===== config.mk =====
export PLATFORM = sky130hd
export DESIGN_NAME = graph_bfs_dfs_traversal
export DESIGN_NICKNAME = d
export VERILOG_FILES = /design/src/rtl/gbt_pkg.sv /design/src/rtl/gbt_ram.sv /design/src/rtl/gbt_alu.sv /design/src/rtl/graph_bfs_dfs_traversal.sv
export SDC_FILE = /design/constraint.sdc
export NUM_CORES = 1
export LEC_CHECK = 0
export ABC_CLOCK_PERIOD_IN_PS = 7600
export BUFFER_PORTS_ARGS = -buffer_cell sky130_fd_sc_hd__buf_2
export CORE_UTILIZATION = 29
export CTS_CLUSTER_DIAMETER = 150
export DETAILED_ROUTE_END_ITERATION = 16
export GPL_ROUTABILITY_DRIVEN = 0
export HOLD_SLACK_MARGIN = 0.06
export SLEW_MARGIN = 20
export SYNTH_ARGS = -nofsm -noshare
export SYNTH_HDL_FRONTEND = slang
export SYNTH_HIERARCHICAL = 1
export SYNTH_SLANG_ARGS = --single-unit

===== constraint.sdc =====
create_clock -name clk -period 7.6 [get_ports clk]
set_clock_uncertainty 0.2 [all_clocks]
set_input_delay 0.38 -clock clk [delete_from_list [all_inputs] [get_ports clk]]
set_output_delay 0.38 -clock clk [all_outputs]
set_load 0.005 [all_outputs]

===== src/rtl/gbt_pkg.sv =====
// Shared types and constants for the graph traversal block.
// No dependencies; imported by graph_bfs_dfs_traversal and its testbench.
package gbt_pkg;

  localparam int NODE_W         = 4;
  localparam int NODES_DEF      = 16;
  localparam int MAX_DEGREE_DEF = 8;
  localparam int MAX_OUT        = 16;
  localparam int CNT_W          = $clog2(MAX_OUT + 1);

  localparam logic [1:0] MODE_EDGE = 2'd0;
  localparam logic [1:0] MODE_BFS  = 2'd1;
  localparam logic [1:0] MODE_DFS  = 2'd2;

  typedef struct packed {
    logic [1:0]        mode;
    logic [NODE_W-1:0] first_node;
    logic [NODE_W-1:0] second_node;
  } req_t;

  typedef struct packed {
    logic [NODE_W-1:0] visited_node;
    logic              last_of_run;
    logic              status;
  } res_t;

endpackage


===== src/rtl/gbt_ram.sv =====
// Generic simple dual-port RAM: one write port, one registered read port.
// No dependencies.
module gbt_ram #(
  parameter int WIDTH = 8,
  parameter int DEPTH = 16,
  localparam int AW = (DEPTH > 1) ? $clog2(DEPTH) : 1
) (
  input  logic             clk,
  input  logic             we,
  input  logic [AW-1:0]    waddr,
  input  logic [WIDTH-1:0] wdata,
  input  logic [AW-1:0]    raddr,
  output logic [WIDTH-1:0] rdata
);

  logic [WIDTH-1:0] mem [DEPTH];

  always_ff @(posedge clk) begin
    if (we) begin
      mem[waddr] <= wdata;
    end
    rdata <= mem[raddr];
  end

endmodule


===== src/rtl/gbt_alu.sv =====
// Shared add-and-compare unit used by the traversal sequencer.
// No dependencies; width set by the top level.
module gbt_alu #(
  parameter int W = 4
) (
  input  logic [W-1:0] opa,
  input  logic [W-1:0] opb,
  input  logic [W-1:0] lim,
  output logic [W-1:0] sum,
  output logic         less
);

  assign sum  = opa + opb;
  assign less = (sum < lim);

endmodule


===== src/rtl/graph_bfs_dfs_traversal.sv =====
// Undirected graph store with breadth-first / depth-first walks; uses gbt_pkg, gbt_ram, gbt_alu.
// An edge request's single result is registered from S_E_WB (from S_E_CHK on a full list, from
// acceptance on an endpoint beyond the graph); busy is then low, so the next request can follow.
// BFS steps POP, GET, DEG, NB per dequeued node and CHK, NB per stored neighbor; DFS steps TOP,
// DEG, CHK per neighbor and TOP, DEG, POPW per popped node, sharing gbt_alu and RAM reads.
// busy covers each request that leaves idle; results are 1-cycle strobes and cannot be stalled.
// Reset (rst, synchronous) clears control state, degree valid bits and visited marks at once.
module graph_bfs_dfs_traversal
  import gbt_pkg::*;
#(
  parameter int NODES      = NODES_DEF,
  parameter int MAX_DEGREE = MAX_DEGREE_DEF
) (
  input  logic clk,
  input  logic rst,
  input  logic start,
  output logic busy,
  input  req_t request,
  output logic result_valid,
  output res_t result
);

  // Widths derived from the graph size
  localparam int NIW       = $clog2(NODES);                           // node index
  localparam int SW        = (MAX_DEGREE > 1) ? $clog2(MAX_DEGREE) : 1; // list slot
  localparam int DW        = $clog2(MAX_DEGREE + 1);                  // degree count
  localparam int PW        = $clog2(NODES + 1);                       // frontier pointer
  localparam int UW        = $clog2(MAX_DEGREE + 3);                  // shared unit width
  localparam int FW        = DW + NODE_W;                             // frontier entry
  localparam int NBR_DEPTH = NODES * (2 ** SW);

  // Sequencer states
  localparam logic [3:0] S_IDLE   = 4'd0;
  localparam logic [3:0] S_E_RDB  = 4'd1;  // degree of first endpoint back, read second
  localparam logic [3:0] S_E_CHK  = 4'd2;  // room check on both lists
  localparam logic [3:0] S_E_WA   = 4'd3;  // append to first endpoint's list
  localparam logic [3:0] S_E_WB   = 4'd4;  // append to second endpoint's list
  localparam logic [3:0] S_B_POP  = 4'd5;  // dequeue
  localparam logic [3:0] S_B_GET  = 4'd6;  // dequeued node arrives, emit it
  localparam logic [3:0] S_B_DEG  = 4'd7;  // its degree arrives
  localparam logic [3:0] S_B_NB   = 4'd8;  // next neighbor read
  localparam logic [3:0] S_B_CHK  = 4'd9;  // neighbor arrives, enqueue if new
  localparam logic [3:0] S_D_TOP  = 4'd10; // read degree of stack top
  localparam logic [3:0] S_D_DEG  = 4'd11; // advance resume index or pop
  localparam logic [3:0] S_D_CHK  = 4'd12; // neighbor arrives, push if new
  localparam logic [3:0] S_D_POPW = 4'd13; // new top arrives from the stack RAM
  localparam logic [3:0] S_FLUSH  = 4'd14; // emit held result with last flag

  logic [3:0]        state;

  // Request registers
  logic [NODE_W-1:0] node_a;
  logic [NODE_W-1:0] node_b;
  logic              self_loop;
  logic [DW-1:0]     dega;
  logic [DW-1:0]     degb;
  logic              room_a;

  // Traversal registers (cur_v / idx are also the cached DFS stack top)
  logic [NODE_W-1:0] cur_v;
  logic [DW-1:0]     idx;
  logic [DW-1:0]     cur_deg;
  logic [PW-1:0]     head;
  logic [PW-1:0]     tail;
  logic [CNT_W-1:0]  count;
  logic [NODES-1:0]  visited;

  // Degree valid bits: unwritten entries read as zero
  logic [NODES-1:0]  deg_vld;
  logic              deg_rd_vld;

  // One result is held back until we know whether it is the last one
  logic              pend_vld;
  logic [NODE_W-1:0] pend_node;

  // Result register inputs
  logic              result_valid_next;
  res_t              result_next;

  // RAM ports
  logic              deg_we;
  logic [NIW-1:0]    deg_waddr;
  logic [DW-1:0]     deg_wdata;
  logic [NIW-1:0]    deg_raddr;
  logic [DW-1:0]     deg_rdata;
  logic [DW-1:0]     deg_q;

  logic              nbr_we;
  logic [NIW+SW-1:0] nbr_waddr;
  logic [NODE_W-1:0] nbr_wdata;
  logic [NIW+SW-1:0] nbr_raddr;
  logic [NODE_W-1:0] nbr_rdata;

  logic              fr_we;
  logic [NIW-1:0]    fr_waddr;
  logic [FW-1:0]     fr_wdata;
  logic [NIW-1:0]    fr_raddr;
  logic [FW-1:0]     fr_rdata;

  // Shared unit
  logic [UW-1:0]     alu_opa;
  logic [UW-1:0]     alu_opb;
  logic [UW-1:0]     alu_lim;
  logic [UW-1:0]     alu_sum;
  logic              alu_less;

  logic              accept;
  logic              start_ok;
  logic              range_ok;
  logic              room_ok;
  logic [NIW-1:0]    w_idx;
  logic              new_ok;
  logic              push;
  logic [NODE_W-1:0] push_node;

  assign busy     = (state != S_IDLE);
  assign accept   = start && !busy;
  assign start_ok = int'(request.first_node) < NODES;
  assign range_ok = start_ok && (int'(request.second_node) < NODES);
  assign room_ok  = room_a && (self_loop || alu_less);
  assign deg_q    = deg_rd_vld ? deg_rdata : '0;
  assign w_idx    = NIW'(nbr_rdata);

  // Neighbor is taken when unseen and the frontier has room; DFS also caps the result count
  always_comb begin
    new_ok = !visited[w_idx] && (tail < PW'(NODES));
    if (state == S_D_CHK) begin
      new_ok = new_ok && (count < CNT_W'(MAX_OUT));
    end
  end

  // Emitted-node event
  always_comb begin
    push      = 1'b0;
    push_node = request.first_node;
    if (state == S_B_GET) begin
      push      = 1'b1;
      push_node = fr_rdata[NODE_W-1:0];
    end else if (state == S_D_CHK) begin
      push      = new_ok;
      push_node = nbr_rdata;
    end else if (accept && (request.mode == MODE_DFS) && start_ok) begin
      push      = 1'b1;
    end
  end

  // Result strobe: a held node handed on, the final flush, or an edge verdict
  always_comb begin
    result_valid_next = 1'b0;
    result_next       = result;
    if (push && pend_vld) begin
      result_valid_next = 1'b1;
      result_next       = '{visited_node: pend_node, last_of_run: 1'b0, status: 1'b0};
    end else if ((state == S_FLUSH) && pend_vld) begin
      result_valid_next = 1'b1;
      result_next       = '{visited_node: pend_node, last_of_run: 1'b1, status: 1'b0};
    end else if (accept && (request.mode == MODE_EDGE) && !range_ok) begin
      result_valid_next = 1'b1;
      result_next       = '{visited_node: '0, last_of_run: 1'b1, status: 1'b1};
    end else if ((state == S_E_CHK) && !room_ok) begin
      result_valid_next = 1'b1;
      result_next       = '{visited_node: '0, last_of_run: 1'b1, status: 1'b1};
    end else if (state == S_E_WB) begin
      result_valid_next = 1'b1;
      result_next       = '{visited_node: '0, last_of_run: 1'b1, status: 1'b0};
    end
  end

  // Shared unit operands
  always_comb begin
    alu_opa = '0;
    alu_opb = '0;
    alu_lim = UW'(MAX_DEGREE + 1);
    unique case (state)
      S_E_RDB: begin
        alu_opa = UW'(deg_q);
        alu_opb = self_loop ? UW'(2) : UW'(1);
      end
      S_E_CHK: begin
        alu_opa = UW'(deg_q);
        alu_opb = UW'(1);
      end
      S_E_WA: begin
        alu_opa = UW'(dega);
        alu_opb = UW'(1);
      end
      S_E_WB: begin
        alu_opa = UW'(degb);
        alu_opb = UW'(1);
      end
      S_B_NB: begin
        alu_opa = UW'(idx);
        alu_lim = UW'(cur_deg);
      end
      S_D_DEG: begin
        alu_opa = UW'(idx);
        alu_lim = UW'(deg_q);
      end
      default: begin
        alu_opa = '0;
      end
    endcase
  end

  // Memory port control
  always_comb begin
    deg_we    = 1'b0;
    deg_waddr = NIW'(node_a);
    deg_wdata = DW'(alu_sum);
    nbr_we    = 1'b0;
    nbr_waddr = {NIW'(node_a), dega[SW-1:0]};
    nbr_wdata = node_b;
    fr_we     = 1'b0;
    fr_waddr  = tail[NIW-1:0];
    fr_wdata  = {{DW{1'b0}}, nbr_rdata};
    unique case (state)
      S_IDLE:  deg_raddr = NIW'(request.first_node);
      S_E_RDB: deg_raddr = NIW'(node_b);
      S_B_GET: deg_raddr = NIW'(fr_rdata[NODE_W-1:0]);
      default: deg_raddr = NIW'(cur_v);
    endcase
    unique case (state)
      S_IDLE: begin
        // BFS seeds the queue with the start node
        fr_we    = accept && (request.mode == MODE_BFS) && start_ok;
        fr_waddr = '0;
        fr_wdata = {{DW{1'b0}}, request.first_node};
      end
      S_E_WA: begin
        deg_we = 1'b1;
        nbr_we = 1'b1;
      end
      S_E_WB: begin
        deg_we    = 1'b1;
        deg_waddr = NIW'(node_b);
        nbr_we    = 1'b1;
        nbr_waddr = {NIW'(node_b), degb[SW-1:0]};
        nbr_wdata = node_a;
      end
      S_B_CHK: begin
        fr_we = new_ok;
      end
      S_D_CHK: begin
        // spill the current top (with advanced resume index) below the new one
        fr_we    = new_ok;
        fr_waddr = NIW'(tail - PW'(1));
        fr_wdata = {idx, cur_v};
      end
      default: begin
        fr_we = 1'b0;
      end
    endcase
  end

  assign nbr_raddr = {NIW'(cur_v), idx[SW-1:0]};
  assign fr_raddr  = (state == S_B_POP) ? head[NIW-1:0] : NIW'(tail - PW'(2));

  gbt_ram #(.WIDTH(DW), .DEPTH(NODES)) u_deg (
    .clk   (clk),
    .we    (deg_we),
    .waddr (deg_waddr),
    .wdata (deg_wdata),
    .raddr (deg_raddr),
    .rdata (deg_rdata)
  );

  gbt_ram #(.WIDTH(NODE_W), .DEPTH(NBR_DEPTH)) u_nbr (
    .clk   (clk),
    .we    (nbr_we),
    .waddr (nbr_waddr),
    .wdata (nbr_wdata),
    .raddr (nbr_raddr),
    .rdata (nbr_rdata)
  );

  gbt_ram #(.WIDTH(FW), .DEPTH(NODES)) u_frontier (
    .clk   (clk),
    .we    (fr_we),
    .waddr (fr_waddr),
    .wdata (fr_wdata),
    .raddr (fr_raddr),
    .rdata (fr_rdata)
  );

  gbt_alu #(.W(UW)) u_alu (
    .opa  (alu_opa),
    .opb  (alu_opb),
    .lim  (alu_lim),
    .sum  (alu_sum),
    .less (alu_less)
  );

  // Sequencer
  always_ff @(posedge clk) begin
    if (rst) begin
      state        <= S_IDLE;
      pend_vld     <= 1'b0;
      result_valid <= 1'b0;
      deg_vld      <= '0;
      visited      <= '0;
      head         <= '0;
      tail         <= '0;
      count        <= '0;
    end else begin
      result_valid <= result_valid_next;
      result       <= result_next;
      deg_rd_vld   <= deg_vld[deg_raddr];
      if (deg_we) begin
        deg_vld[deg_waddr] <= 1'b1;
      end
      if (push) begin
        pend_node <= push_node;
        pend_vld  <= 1'b1;
      end

      unique case (state)
        S_IDLE: begin
          if (accept) begin
            unique case (request.mode)
              MODE_EDGE: begin
                node_a    <= request.first_node;
                node_b    <= request.second_node;
                self_loop <= (request.first_node == request.second_node);
                if (range_ok) begin
                  state <= S_E_RDB;
                end
              end
              MODE_BFS: begin
                if (start_ok) begin
                  // fresh marks with only the start node seen
                  visited <= NODES'(1) << request.first_node;
                  head    <= '0;
                  tail    <= PW'(1);
                  count   <= '0;
                  state   <= S_B_POP;
                end
              end
              MODE_DFS: begin
                if (start_ok) begin
                  visited <= NODES'(1) << request.first_node;
                  cur_v   <= request.first_node;
                  idx     <= '0;
                  tail    <= PW'(1);
                  count   <= CNT_W'(1);
                  state   <= S_D_TOP;
                end
              end
              default: begin
                state <= S_IDLE;
              end
            endcase
          end
        end
        S_E_RDB: begin
          dega   <= deg_q;
          room_a <= alu_less;
          state  <= S_E_CHK;
        end
        S_E_CHK: begin
          if (room_ok) begin
            degb  <= deg_q;
            state <= S_E_WA;
          end else begin
            state <= S_IDLE;
          end
        end
        S_E_WA: begin
          // self loop: second append lands after the first
          if (self_loop) begin
            degb <= DW'(alu_sum);
          end
          state <= S_E_WB;
        end
        S_E_WB: begin
          state <= S_IDLE;
        end
        S_B_POP: begin
          if ((head < tail) && (count < CNT_W'(MAX_OUT))) begin
            head  <= head + PW'(1);
            state <= S_B_GET;
          end else begin
            state <= S_FLUSH;
          end
        end
        S_B_GET: begin
          cur_v <= fr_rdata[NODE_W-1:0];
          count <= count + CNT_W'(1);
          state <= S_B_DEG;
        end
        S_B_DEG: begin
          cur_deg <= deg_q;
          idx     <= '0;
          state   <= S_B_NB;
        end
        S_B_NB: begin
          if (alu_less) begin
            idx   <= idx + DW'(1);
            state <= S_B_CHK;
          end else begin
            state <= S_B_POP;
          end
        end
        S_B_CHK: begin
          if (new_ok) begin
            visited[w_idx] <= 1'b1;
            tail           <= tail + PW'(1);
          end
          state <= S_B_NB;
        end
        S_D_TOP: begin
          state <= S_D_DEG;
        end
        S_D_DEG: begin
          if (alu_less) begin
            idx   <= idx + DW'(1);
            state <= S_D_CHK;
          end else begin
            tail <= tail - PW'(1);
            if (tail == PW'(1)) begin
              state <= S_FLUSH;
            end else begin
              state <= S_D_POPW;
            end
          end
        end
        S_D_CHK: begin
          if (new_ok) begin
            visited[w_idx] <= 1'b1;
            count          <= count + CNT_W'(1);
            tail           <= tail + PW'(1);
            cur_v          <= nbr_rdata;
            idx            <= '0;
          end
          state <= S_D_TOP;
        end
        S_D_POPW: begin
          cur_v <= fr_rdata[NODE_W-1:0];
          idx   <= fr_rdata[FW-1:NODE_W];
          state <= S_D_TOP;
        end
        S_FLUSH: begin
          pend_vld <= 1'b0;
          state    <= S_IDLE;
        end
        default: begin
          state <= S_IDLE;
        end
      endcase
    end
  end

  // A rejected edge is always the only, and so last, result
  a_reject_last: assert property (@(posedge clk) disable iff (rst)
    result_valid && result.status |-> result.last_of_run)
    else $error("rejected edge result without last flag");

  // No held-back result may survive into idle
  a_no_pending_idle: assert property (@(posedge clk) disable iff (rst)
    !busy |-> !pend_vld)
    else $error("pending result left when idle");

  // Frontier never exceeds the node count
  a_tail_bound: assert property (@(posedge clk) disable iff (rst)
    tail <= PW'(NODES))
    else $error("frontier pointer out of range");

  // Flush always returns to idle
  a_flush_idle: assert property (@(posedge clk) disable iff (rst)
    (state == S_FLUSH) |=> !busy)
    else $error("flush did not end the request");

endmodule


# Yosys cells after proc, flatten, opt, wreduce, memory -nomap -nowiden
# Memories as Yosys holds them, arrays and structs flattened. A register that Yosys moved wholly into a read port is not among the register bits.
# Index checks and enable logic that the tools add are counted.
# classes
bitwise	3
div	0
reduce_logical	50
n_eq_ne	30
order_cmp	9
shift	1
muxes	77
mul	0
add_sub_neg	7
# op_table
op	count
$mux W4	18
$mux W16	3
$mux W5	9
$pmux W4 S11	1
$pmux W4 S3	3
$or A16 B16 Y16	2
$pmux W16 S2	1
$pmux W5 S3	2
$eq A4 B4 Y1 const B	7
$mux W6	4
$pmux W4 S2	3
$pmux W4 S5	1
$pmux W5 S2	2
$reduce_and A4 Y1	5
$reduce_or A2 Y1	10
$mux W1	17
$eq A4 B3 Y1 const B	4
$ne A2 B2 Y1 const B	8
$pmux W4 S4	1
$pmux W8 S2	1
$shl A1 B4 Y16 const A	1
$add A5 B1 Y5 const B	3
$lt A4 B5 Y1 const B	3
$logic_and A1 B1 Y1	12
35 further kinds	56
# word_totals
romBits	0
mem_bits_rw	704
wordCells	202
register_bits	94
memories	3
latch_bits	0
output_inout_bits	8
input_bits	13
# mem_list
memory	words	word_bits	rd	rd_ports_with_merged_regs	write_ports	line_no	source
u_nbr.mem	128	4	1	1	1	gbt_ram.sv:16	logic [WIDTH-1:0] mem [DEPTH];
u_frontier.mem	16	8	1	1	1	gbt_ram.sv:16	
u_deg.mem	16	4	1	1	1	gbt_ram.sv:16	

# Depth between registers and ports, before layout
# depth
depth_word	12
ltp_mapped	21
ltp_nobuf	17

# Hierarchy
# The synthesis kept the hierarchy.
# by_module_without_submodules
module	cells_per_inst	area_each_um2	instances	seq_area_each_um2
gbt_ram at u_nbr	908	20193.1	1	15454.8
graph_bfs_dfs_traversal	652	5710.5	1	2292.2
gbt_ram at u_frontier	229	5147.4	1	4003.8
gbt_ram at u_deg	130	2666.3	1	2001.9
gbt_alu	20	176.4	1	0.0

# Worst setup path after synthesis
# Ideal clock, no wire load.
# synth_timing
path_kind	flip-flop to flip-flop
start	reg state[3]
end	reg degb[0] (enable)
arrival_time_ps	4247
t_required_ps	7023
synth_period_minus_slack_ps	4824
n_path_buf	2
slack_ps	2776
setup_time_ps	377
stages_incl_launch_ff	18
path_cell_list	dfxtp_1 > or2_1 > clkbuf_1 > nor2_1 > clkbuf_1 > a22o_1 > a221o_1 > ha_1 > a21o_1 > a21oi_2 > xnor2_1 > ha_1 > a21oi_1 > o21a_1 > o21ai_0 > nor2_1 > a21oi_1 > nor4_1
# synth_between
elab_chain_len	9
word_cells_on_any_way	20
classes_between	1 x add/sub; 1 x order compare; 8 x eq/ne; 3 x mux; 7 x reduce/logical
# synth_lines
element	line_no	source
start: declaration	graph_bfs_dfs_traversal.sv:49	logic [3:0] state;
start signal: assignment	graph_bfs_dfs_traversal.sv:296	state <= S_IDLE;
start signal: assignment	graph_bfs_dfs_traversal.sv:325	state <= S_E_RDB;
start signal: assignment	graph_bfs_dfs_traversal.sv:335	state <= S_B_POP;
$eq A4 B4 Y1 (tied with other cells)	graph_bfs_dfs_traversal.sv:174	unique case (state)
$reduce_or A2 Y1 (no source line)	--	
$pmux W4 S4 *	graph_bfs_dfs_traversal.sv:174	
via alu_opa[1]	graph_bfs_dfs_traversal.sv:101	logic [UW-1:0] alu_opa;
$add A4 B2 Y4 *	gbt_alu.sv:13	assign sum = opa + opb;
via alu_sum[3]	graph_bfs_dfs_traversal.sv:104	logic [UW-1:0] alu_sum;
$lt A4 B4 Y1 *	gbt_alu.sv:14	assign less = (sum < lim);
via alu_less	graph_bfs_dfs_traversal.sv:105	logic alu_less;
$logic_or A1 B1 Y1 *	graph_bfs_dfs_traversal.sv:120	assign room_ok = room_a && (self_loop || alu_less);
$logic_and A1 B1 Y1 *	graph_bfs_dfs_traversal.sv:120	
$ne A2 B2 Y1 (no source line) *	--	
$reduce_and A4 Y1 (no source line) *	--	
end signal: assignment	graph_bfs_dfs_traversal.sv:361	degb <= deg_q;
end signal: assignment	graph_bfs_dfs_traversal.sv:370	degb <= DW'(alu_sum);
end: declaration	graph_bfs_dfs_traversal.sv:56	logic [DW-1:0] degb;
# Mark *: on every way through the listed nets, which the timed path passes. The rest lies on a longest branch.
# A chain may end at the register's enable or synchronous reset.

# Worst setup path in the final report
# layout_timing
start	reg state[3]
end	reg degb[1] (enable)
# Same word-level chain as after synthesis.

==> run metrics <==
status finished, final reports clean; Net Sw Frac 29.6%; Initial Util 29.2%; R2R depth 15; sequential fraction of the synthesis area 70.1%; cell chain of the critical path nand2b_1 > nor3_1 > nand2b_1 > a221o_1 > ha_1 > a21o_1 > a21oi_2 > xnor2_2 > ha_1 > a21oi_1 > o21a_1 > o21ai_0 > nor2_1 > a21oi_1 > nor4_1; Setup crit end degb[1]; Hold Path Class in -> reg; Post-Route M1 WL 31700 um; Rel. slew slack 28.0%; clock root buffer clkbuf_16; Clock Sink Count 814; Final min period 5.72 ns; worst reg-to-reg setup slack 1.88 ns; die area 0.118 mm^2; post-synthesis cell type count 70; routed wl met3 5310 um; Antenna Nets Post-Route 0; CTS tree done; main flop type after synthesis edfxtp_1; Crit Path Class reg -> reg; DR WL met2 36300 um; highest achievable clock rate 175 MHz; 1st-iter DRT viols 1798; CTS clock-pin slew for the worst setup and hold paths 0.06 ns; most common cell after layout, fill and taps aside edfxtp_1; Crit path max-delay family simple AND/OR/NAND/NOR gates; unrepaired setup endpoints after global routing false; peak supply drop 0.195 mV; Top-Level Pins 21; top post-synthesis cells by area edfxtp_1, mux4_2, dfxtp_1; fill count 10900; share of synthesized registers carrying an async set or reset 0%; Highest Signal Layer met4; Sw Pwr 4050 uW; total power 13700 uW; WP buf/inv 0; antenna violations before repair 0; number of CTS-inserted buffers 86; leak pwr 0.0125 uW; detailed placement HPWL 47200 um; maximum clock insertion buffer count 3; mean area per synthesized cell 17.5 um^2; Worst Setup Start Kind flop; Critical Path Start state[3]; Die Wd 344 um; Worst-Skew Late Latency 0.65 ns; Pint 9620 uW; #FFs+latches synth 814; H-tree depth 3; area of the multi-input gates 0.00960 mm^2; DR vias 18200; Post-synth EDFFs 745; fin nets 2017; drt pass-1 iters 6; Slew @ Worst Pin 1.08 ns; Comb pwr share 25.1%; top cell type by total area after synthesis edfxtp_1; standard-cell rows 125; YS warnings 6; setup TNS 0 ns; WL/cell 21.1 um; # DRC 0; fin crit share 75.2%; vias in the first global route 18600; Cell Area, Synth 0.0339 mm^2; area share of the largest cell type after synthesis 66.0%; worst r2r dst degb[1]; Slew Limit Fails 0; placed cell count 3405; share of layout cells above drive strength 1 20.0%; Cells after Synth 1939; setup slack after layout 1.88 ns; Critical Path AT 5.80 ns; Fin. Hold Viols 0; Sequential Power Share 41.1%; Final setup violation count 0; Clk pwr share 33.8%; register area 0.0238 mm^2; post-CTS resize count 0; Max Fanout on Critical Path 31; Ant. Diodes 0; PortBufs 20; most frequent cells in the layout edfxtp_1, nor2_1, mux4_2, nand2_1, clkbuf_16; Place WS 1.57 ns; global route overflow 0; global-route usage over all layers 12.8%; Worst EP required 7.68 ns; Final Non-Filler Cells 3576; max_cap viols 0; first-pass GRT wire length 116000 um; Area Overhead vs Synth 15.1%; drt total wl 75400 um; core area 0.116 mm^2; height of the die 344 um; Critical Path Sink Type flop; Via-to-Cell Ratio 5.09; largest net degree at the start of global routing 128; highest-delay cell along the critical path dfxtp_1; Critical R2R Launch state[3]; slowest cell delay on critical path 0.97 ns; Levels on crit path 15; Power Density 350 mW/mm^2
[metal layers]
metal,global-route usage [%],vias to the layer above
met5,0,-
met4,4.32,0
met3,2.49,135
met2,20.8,708
met1,17.1,9452
li1,-,7913
[stage by stage]
stage          area [um^2]  utilization, %  hold slack [ns]
6_report             39000            33.6            0.133
5_1_grt              39000            33.6            0.163
4_1_cts              39000            33.6            0.100
3_5_place_dp         35700            30.7            0.264
3_3_place_gp         35700            30.7            0.245
2_1_floorplan        33900               -            0.231
[sequential cells by signal (all words and copies together) (netlist names), 6 cells and up]
signal and count:
u_frontier/rdata 8, u_frontier/mem 128, u_deg/mem 64, result 6, deg_vld 16, visited 16, u_nbr/mem 512
[tightest hold or removal path, cell delays in order]
cell,delay (ns)
buf_2,0.12
ha_1,0.25
nand2_1,0.08
a311oi_1,0.09
[Yosys cell counts (all sizes together) (3+ instances only)]
library cell / number
nand4: 6
a21oi: 58
nand3b: 7
o22ai: 4
edfxtp: 745
mux2: 11
xor2: 7
o211a: 16
nor2b: 21
a31oi: 15
and3: 13
inv: 24
mux2i: 12
mux4: 222
clkbuf: 64
o31ai: 3
a22oi: 33
nor2: 221
nand2: 89
a22o: 6
or2: 5
dfxtp: 69
a21boi: 9
xnor2: 4
clkdlybuf4s25: 3
o211ai: 4
o21ai: 34
nand3: 37
nor3: 31
nor4: 4
a221o: 7
buf: 42
and2: 10
nand2b: 19
a211oi: 6
o221ai: 17
or3: 4
a41oi: 3
ha: 23
a21o: 6
[power groups by stage]
stage,Combinational (uW),Sequential [uW],Clock [uW]
3_5_place_dp,3420,5710,0
5_1_grt,3700,5640,4890
4_1_cts,3430,5620,4720
6_report,3430,5620,4620
3_3_place_gp,3340,5700,0
2_1_floorplan,2520,5620,0
[logic make-up (layout without fill, tap and decap cells)]
kind of cell             Yosys count  after routing  synth area share [%]
multiplexers                     245            245                  15.8
AO/OA/AOI/OAI                    234            234                  4.77
adder cells (fa/ha/maj)           24             24                 0.908
XOR/XNOR                          11             11                 0.284
other                              1              2                0.0111
flip-flops                       814            814                  70.1
buffers and inverters            133            245                  1.79
AND/OR/NAND/NOR                  477            477                  6.38
[worst min-delay path by stage]
| stage | slack, ns | start | cells after the start | to |
|---|---|---|---|---|
| final | 0.13 | request[9] | 4 | count[0] |
| after global routing | 0.16 | request[9] | 4 | count[0] |
| after CTS | 0.10 | request[9] | 4 | count[0] |
| after detailed placement | 0.26 | deg_vld[7] | 2 | deg_vld[7] |
| after global placement | 0.25 | deg_vld[13] | 2 | deg_vld[13] |
| after floorplan | 0.23 | deg_vld[10] | 2 | deg_vld[10] |
[final cells by class]
cell class              count  area share [%]
well taps                1524            4.89
clock buffers             103            5.81
multi-input cells         993            24.6
flip-flops and latches    814            60.9
clock inverters            57            2.39
inverters                  24           0.231
repair buffers             61            1.20
[timing repair]
item                                   4_1_cts  5_1_grt
endpoints found under the hold margin       28        0
buffers inserted                             0        0
hold buffers                                10        0
Note: power is estimated with default switching activity, not from simulation.
